File: config.mk
export PLATFORM = sky130hd
export DESIGN_NAME = bgea_ctrl
export DESIGN_NICKNAME = d
export VERILOG_FILES = /design/src/rtl/bgea_pkg.sv /design/src/rtl/bgea_ctrl.sv
export SDC_FILE = /design/constraint.sdc
export NUM_CORES = 1
export LEC_CHECK = 0
export BUFFER_PORTS_ARGS = -buffer_cell sky130_fd_sc_hd__buf_4
export CAP_MARGIN = 10
export CORE_MARGIN = 4
export CORE_UTILIZATION = 49
export DETAILED_ROUTE_END_ITERATION = 10
export GPL_ROUTABILITY_DRIVEN = 1
export PLACE_DENSITY = 0.77
export SLEW_MARGIN = 5
export SYNTH_ARGS = -nofsm -noshare
export SYNTH_HDL_FRONTEND = slang
export SYNTH_SLANG_ARGS = --single-unit
File: constraint.sdc
create_clock -name i_clk -period 4.9 [get_ports i_clk]
set_input_delay 0.49 -clock i_clk [delete_from_list [all_inputs] [get_ports i_clk]]
set_output_delay 0.49 -clock i_clk [all_outputs]
set_load 0.01 [all_outputs]
File: src/rtl/bgea_pkg.sv
package bgea_pkg;

    localparam logic [1:0] CMD_LOAD = 2'd0;
    localparam logic [1:0] CMD_ACC  = 2'd1;
    localparam logic [1:0] CMD_CLR  = 2'd2;

    localparam logic [1:0] CODE_MISSING = 2'd1;

    localparam int DIV_BITS  = 26;
    localparam int MOD_STEPS = 2;

    typedef struct packed {
        logic [1:0]         cmd;
        logic [9:0]         byte_index;
        logic [7:0]         record_byte;
        logic [12:0]        row;
        logic [11:0]        slot;
        logic [15:0]        replacement;
        logic [15:0]        center;
        logic [15:0]        scale;
        logic signed [15:0] effect_0;
        logic signed [15:0] effect_1;
        logic signed [15:0] effect_2;
        logic signed [15:0] effect_3;
    } t_in;

    typedef struct packed {
        logic signed [47:0] sum_0;
        logic signed [47:0] sum_1;
        logic signed [47:0] sum_2;
        logic signed [47:0] sum_3;
        logic               was_missing;
        logic               saturated;
    } t_out;

    typedef struct packed {
        logic       cap;
        logic       mod_step;
        logic       rec_rd;
        logic       div_load;
        logic       div_step;
        logic       fix;
        logic       load_wr;
        logic       sum_rd;
        logic       mul;
        logic       acc;
        logic       clr_wr;
        logic       fin;
        logic [4:0] cnt;
        logic [1:0] k;
    } t_cmd;

    typedef struct packed {
        logic [1:0] cmd;
        logic       out_busy;
    } t_stat;

    function automatic logic [15:0] geno_raw(input logic [1:0] code,
                                             input logic [15:0] repl);
        logic [15:0] v;
        case (code)
            2'd0:    v = 16'd32768;
            2'd2:    v = 16'd16384;
            2'd3:    v = 16'd0;
            default: v = repl;
        endcase
        return v;
    endfunction

endpackage

File: src/rtl/bgea_ctrl.sv
module bgea_ctrl
    import bgea_pkg::*;
#(
    parameter int MAX_TRAITS = 4
) (
    input  logic  i_clk,
    input  logic  i_rst_n,
    input  logic  i_in_valid,
    output logic  o_in_stall,
    input  t_stat i_stat,
    output t_cmd  o_cmd
);

    localparam logic [3:0] S_IDLE  = 4'd0;
    localparam logic [3:0] S_MOD   = 4'd1;
    localparam logic [3:0] S_LOAD  = 4'd2;
    localparam logic [3:0] S_CLR   = 4'd3;
    localparam logic [3:0] S_REC   = 4'd4;
    localparam logic [3:0] S_DLOAD = 4'd5;
    localparam logic [3:0] S_DIV   = 4'd6;
    localparam logic [3:0] S_FIX   = 4'd7;
    localparam logic [3:0] S_TRD   = 4'd8;
    localparam logic [3:0] S_TMUL  = 4'd9;
    localparam logic [3:0] S_TACC  = 4'd10;
    localparam logic [3:0] S_FIN   = 4'd11;

    localparam logic [1:0] K_LAST = 2'(MAX_TRAITS - 1);

    logic [3:0] r_state, n_state;
    logic [4:0] r_cnt, n_cnt;
    logic [1:0] r_k, n_k;

    always_ff @(posedge i_clk) begin
        if (!i_rst_n) begin
            r_state <= S_IDLE;
            r_cnt   <= '0;
            r_k     <= '0;
        end else begin
            r_state <= n_state;
            r_cnt   <= n_cnt;
            r_k     <= n_k;
        end
    end

    assign o_in_stall = (r_state != S_IDLE);

    always_comb begin
        n_state = r_state;
        n_cnt   = r_cnt;
        n_k     = r_k;
        o_cmd   = '0;
        o_cmd.cnt = r_cnt;
        o_cmd.k   = r_k;
        unique case (r_state)
            S_IDLE: begin
                if (i_in_valid) begin
                    o_cmd.cap = 1'b1;
                    n_cnt     = 5'(MOD_STEPS - 1);
                    n_state   = S_MOD;
                end
            end
            S_MOD: begin
                o_cmd.mod_step = 1'b1;
                n_cnt          = r_cnt - 5'd1;
                n_k            = '0;
                if (r_cnt == '0) begin
                    case (i_stat.cmd)
                        CMD_LOAD: n_state = S_LOAD;
                        CMD_CLR:  n_state = S_CLR;
                        CMD_ACC:  n_state = S_REC;
                        default:  n_state = S_FIN;
                    endcase
                end
            end
            S_LOAD: begin
                o_cmd.load_wr = 1'b1;
                n_state       = S_FIN;
            end
            S_CLR: begin
                o_cmd.clr_wr = 1'b1;
                n_k          = r_k + 2'd1;
                if (r_k == K_LAST) begin
                    n_state = S_FIN;
                end
            end
            S_REC: begin
                o_cmd.rec_rd = 1'b1;
                n_state      = S_DLOAD;
            end
            S_DLOAD: begin
                o_cmd.div_load = 1'b1;
                n_cnt          = 5'(DIV_BITS - 1);
                n_state        = S_DIV;
            end
            S_DIV: begin
                o_cmd.div_step = 1'b1;
                n_cnt          = r_cnt - 5'd1;
                if (r_cnt == '0) begin
                    n_state = S_FIX;
                end
            end
            S_FIX: begin
                o_cmd.fix = 1'b1;
                n_k       = '0;
                n_state   = S_TRD;
            end
            S_TRD: begin
                o_cmd.sum_rd = 1'b1;
                n_state      = S_TMUL;
            end
            S_TMUL: begin
                o_cmd.mul = 1'b1;
                n_state   = S_TACC;
            end
            S_TACC: begin
                o_cmd.acc = 1'b1;
                n_k       = r_k + 2'd1;
                n_state   = (r_k == K_LAST) ? S_FIN : S_TRD;
            end
            S_FIN: begin
                if (!i_stat.out_busy) begin
                    o_cmd.fin = 1'b1;
                    n_state   = S_IDLE;
                end
            end
            default: n_state = S_IDLE;
        endcase
    end

endmodule

Word-level counts from Yosys, hierarchy flattened
Index checks and enable logic that the tools add are counted.
{ "totals": {"reg_bits": 11, "in_bits": 6} }
{ "op_classes": {"addsub": 2, "n_eq_ne": 19, "mux": 25, "n_reduce_logical": 11} }
{ "op_table": {"columns": ["op", "count"], "rows": [
  ["4-bit case mux with 12 select lines", 1],
  ["4-bit 2-to-1 mux", 5],
  ["4-bit by 3-bit equality test with 1-bit output (second input constant)", 4],
  ["4-bit equality test (second input constant)", 4],
  ["5-bit case mux with 3 select lines", 1],
  ["1-bit 2-to-1 mux", 14],
  ["4-bit case mux with 3 select lines", 1],
  ["2-bit inequality test (second input constant)", 5],
  ["4-bit by 2-bit equality test with 1-bit output (second input constant)", 2],
  ["2-bit OR reduction", 3],
  ["5-bit logical NOT", 1],
  ["5-bit 2-to-1 mux", 1],
  ["5-bit AND reduction", 1],
  ["5-bit by 1-bit subtractor with 5-bit output (second input constant)", 1],
  ["2-bit equality test (second input constant)", 2],
  ["4-bit by 1-bit equality test with 1-bit output (second input constant)", 1],
  ["4-bit logical NOT", 1],
  ["2-bit case mux with 2 select lines", 1],
  ["4-bit nonzero test", 1],
  ["3-bit nonzero test", 1],
  ["2-bit by 1-bit adder with 2-bit output (second input constant)", 1],
  ["2-bit by 1-bit equality test with 1-bit output (second input constant)", 1],
  ["2-bit logical NOT", 1],
  ["2-bit 2-to-1 mux", 1],
  ["other kinds (2)", 2]
]} }

Depth between registers and ports, before layout
{ "logic_depth": {"word_depth": 4, "depth_mapped": 7, "ltp_nobuf": 7} }

Worst setup path after synthesis
No wires, ideal clock.
{ "synth_path": {"path_kind": "register to register", "startpoint": "register r_cnt[0]", "endpoint": "register r_cnt[4]", "arrival_time_ps": 1693, "required_time_ps": 4830, "setup_slack_ps": 3137, "stages_incl_launch_ff": 8, "path_buffers": 0, "period_less_slack_ps": 1763, "path_cell_list": "dfxtp_1 > inv_1 > ha_1 > or3b_1 > or2_4 > nor2b_1 > a221o_1 > a21oi_1"} }
{ "synth_between": {"elab_chain_cells": 2} }
{ "synth_lines": {"columns": ["item", "line", "rtl"], "rows": [
  ["from (decl)", "bgea_ctrl.sv:30", "logic [4:0] r_cnt, n_cnt;"],
  ["from (signal assigned)", "bgea_ctrl.sv:40", "r_cnt <= n_cnt;"],
  ["5-bit by 1-bit subtractor with 5-bit output", "bgea_ctrl.sv:64, bgea_ctrl.sv:97", null],
  ["5-bit case mux with 3 select lines", "bgea_ctrl.sv:54", "unique case (r_state)"]
]} }
Every way passes these cells.
A chain may end at the register's enable or synchronous reset.

==> metrics <==
status finished, final reports clean; Placer Congestion 0.849; Max Clk Rate 462 MHz; post-synth cell types 42; Max Transition Viols Final 0; Site Rows 14; total vias in the final route 880; Synth top area share 26.1%; Cells after Synth 115; chip width 49.5 um; wire per inst 13.8 um; initial antenna violation count 0; Synthesized Nets around 120; clk sink count 11; WS Path Type flip-flop to primary output; crit path max fanout 18; # DRC 0; setup TNS 0 ns; total track usage 18.9%; Max-Cap Viols 0; sequential area share after synthesis 26.1%; Yosys warnings 0; setup slack after layout 2.74 ns; core area roughly 1600 um2; post-cts repair resize count 0; clock buffer depth 2; Worst Reg-to-Reg Cells 5; critical path, cell by cell nand2b_1, nor3_1, buf_4; Critical Path Max Stage Delay 0.70 ns; Final setup viols 0; worst vdd ir roughly 330 uV; die height 49.5 um; #FFs+latches synth 11; Avg Inst Size Synth 7.34 um2; dpl hpwl 1560 um; drt via density 5.79; clk_lat worst skew between 0.2 and 0.3 ns; largest net degree at the start of global routing 22; Core Util, Final 66.4%; Post-CTS Setup Inserts 0; Initial Util 54.2%; asr flop ratio synth 0%; Pre-antenna DRT Iters 4; static leakage 0.453 nW; synthesis-to-finish area growth 22.5%; htree depth 1; ys flop type dfxtp_1; CP top delay family flip-flops; Final Cycle Share 44.1%; worst endpoint data arrival time about 1.7 ns; worst min path class input pin to flip-flop; clock skew 0.00907 ns; Worst path depth 3; cts hold-fix bufs 0; I/O pin cnt 26; Synth area leader dfxtp_1; pre-CTS setup slack 2.98 ns; Critical Path RT 4.41 ns; first-pass GRT wire length 3680 um; endpoint class of the critical path primary output; most frequent cell after synthesis nor2_1; vias in the first global route 806; Pwr Total around 700 uW; Crit-path slowest cell dfxtp_1; Root Buffer clkbuf_4; Buf/Inv on CP 1; final period demand of the worst path 2.16 ns; Relative slew margins 58.5%; Nets 145; Least-Margin Pin Slew 0.622 ns; Routed Antenna Nets 0; layout cells sized above 1 27.2%; Hold Vio Cnt, Final 0; I/O Buffers 25; Netlist Area Pre-Place 845 um2; crit start category flip-flop; WL final between 2000 and 2500 um; RSZ-0062 raised after global routing false; CTS tree yes; die area 2450 um2; commonest cells in the netlist nor2_1 (18), dfxtp_1 (11), a21oi_1 (9); CTS Buf Count 3; grt total ovfl 0; Clock transition at path regs 0.08 ns; Post-synth EDFFs 0; n_diodes 0; initial drt markers 21; leading post-synthesis cells by cell area dfxtp_1 (26%), nor2_1 (8.0%), nand2b_1 (5.9%); Worst Hold Depth 3; P per Cell Area 681 nW/um2
## power breakdown
| group | internal, mW | leakage, nW | total, mW | switching, mW |
|---|---|---|---|---|
| Sequential | 0.124 | 0.0901 | 0.201 | 0.0774 |
| Combinational | 0.219 | 0.348 | 0.440 | 0.221 |
| Clock | 0.0315 | 0.0150 | 0.0626 | 0.0312 |
## kinds of logic (layout without fill, tap and decap cells)
group / after synthesis / after routing / synth area share, %
buf+inv: 13 / 34 / 7.41
mux: 1 / 1 / 1.33
fa+ha+maj: 2 / 2 / 2.96
simple gates: 57 / 57 / 36.2
compound gates: 30 / 30 / 25.0
xor+xnor: 1 / 1 / 1.04
flops: 11 / 11 / 26.1
## worst register-to-register path: stages, from the launching register on
cell and delay, ns:
dfxtp_1 0.70, inv_1 0.21, a21o_1 0.20, a21oi_1 0.33, a21boi_1 0.12, o31a_1 0.29
## area by class of cell
type / instances / area (um2)
Clock buffer: 4 / 26.3
Fill cell: 136 / 524
Inverter: 5 / 18.8
Multi-Input combinational cell: 91 / 562
Sequential cell: 11 / 220
Tap cell: 16 / 20.0
Timing Repair Buffer: 25 / 188
## worst paths after layout
path / slack (ns) / to / from
hold / removal: 0.47 / r_state[3] / i_rst_n
setup / recovery: 2.74 / o_cmd[7] / r_state[0]
setup reg to reg: 2.94 / r_cnt[3] / r_state[0]
hold reg to reg: 0.50 / r_k[1] / r_k[1]
## registers in the layout, summed over array words and instances (netlist names)
signal and count:
r_k 2, r_cnt 5, r_state 4
## through the flow
| step | area (um2) | instances | hold slack (ns) |
|---|---|---|---|
| finish | 1030 | 152 | 0.467 |
| global route | 1030 | 152 | 0.464 |
| CTS | 1030 | 152 | 0.462 |
| detailed placement | 1010 | 148 | 0.491 |
| global placement | 1010 | 148 | 0.484 |
| floorplan | 845 | 115 | 0.510 |
## per-layer routing
metal  GRT usage (%)  vias up  wire length, um
met5               0        -                0
met2            29.5       18              969
met4            3.69        0                8
li1                -      458                -
met3            7.83        2              117
met1            24.5      402             1000
## cells in the final DEF, fill, tap and decap left out, drive strengths merged, types with 4 or more instances in the layout
cell / Yosys / layout
a21oi: 10 / 10
buf: 6 / 25
clkbuf: 2 / 4
dfxtp: 11 / 11
inv: 5 / 5
nand2: 7 / 7
nand2b: 8 / 8
nor2: 18 / 18
nor3: 7 / 7
o21ai: 7 / 7
Power figures use the tool's default switching activity.
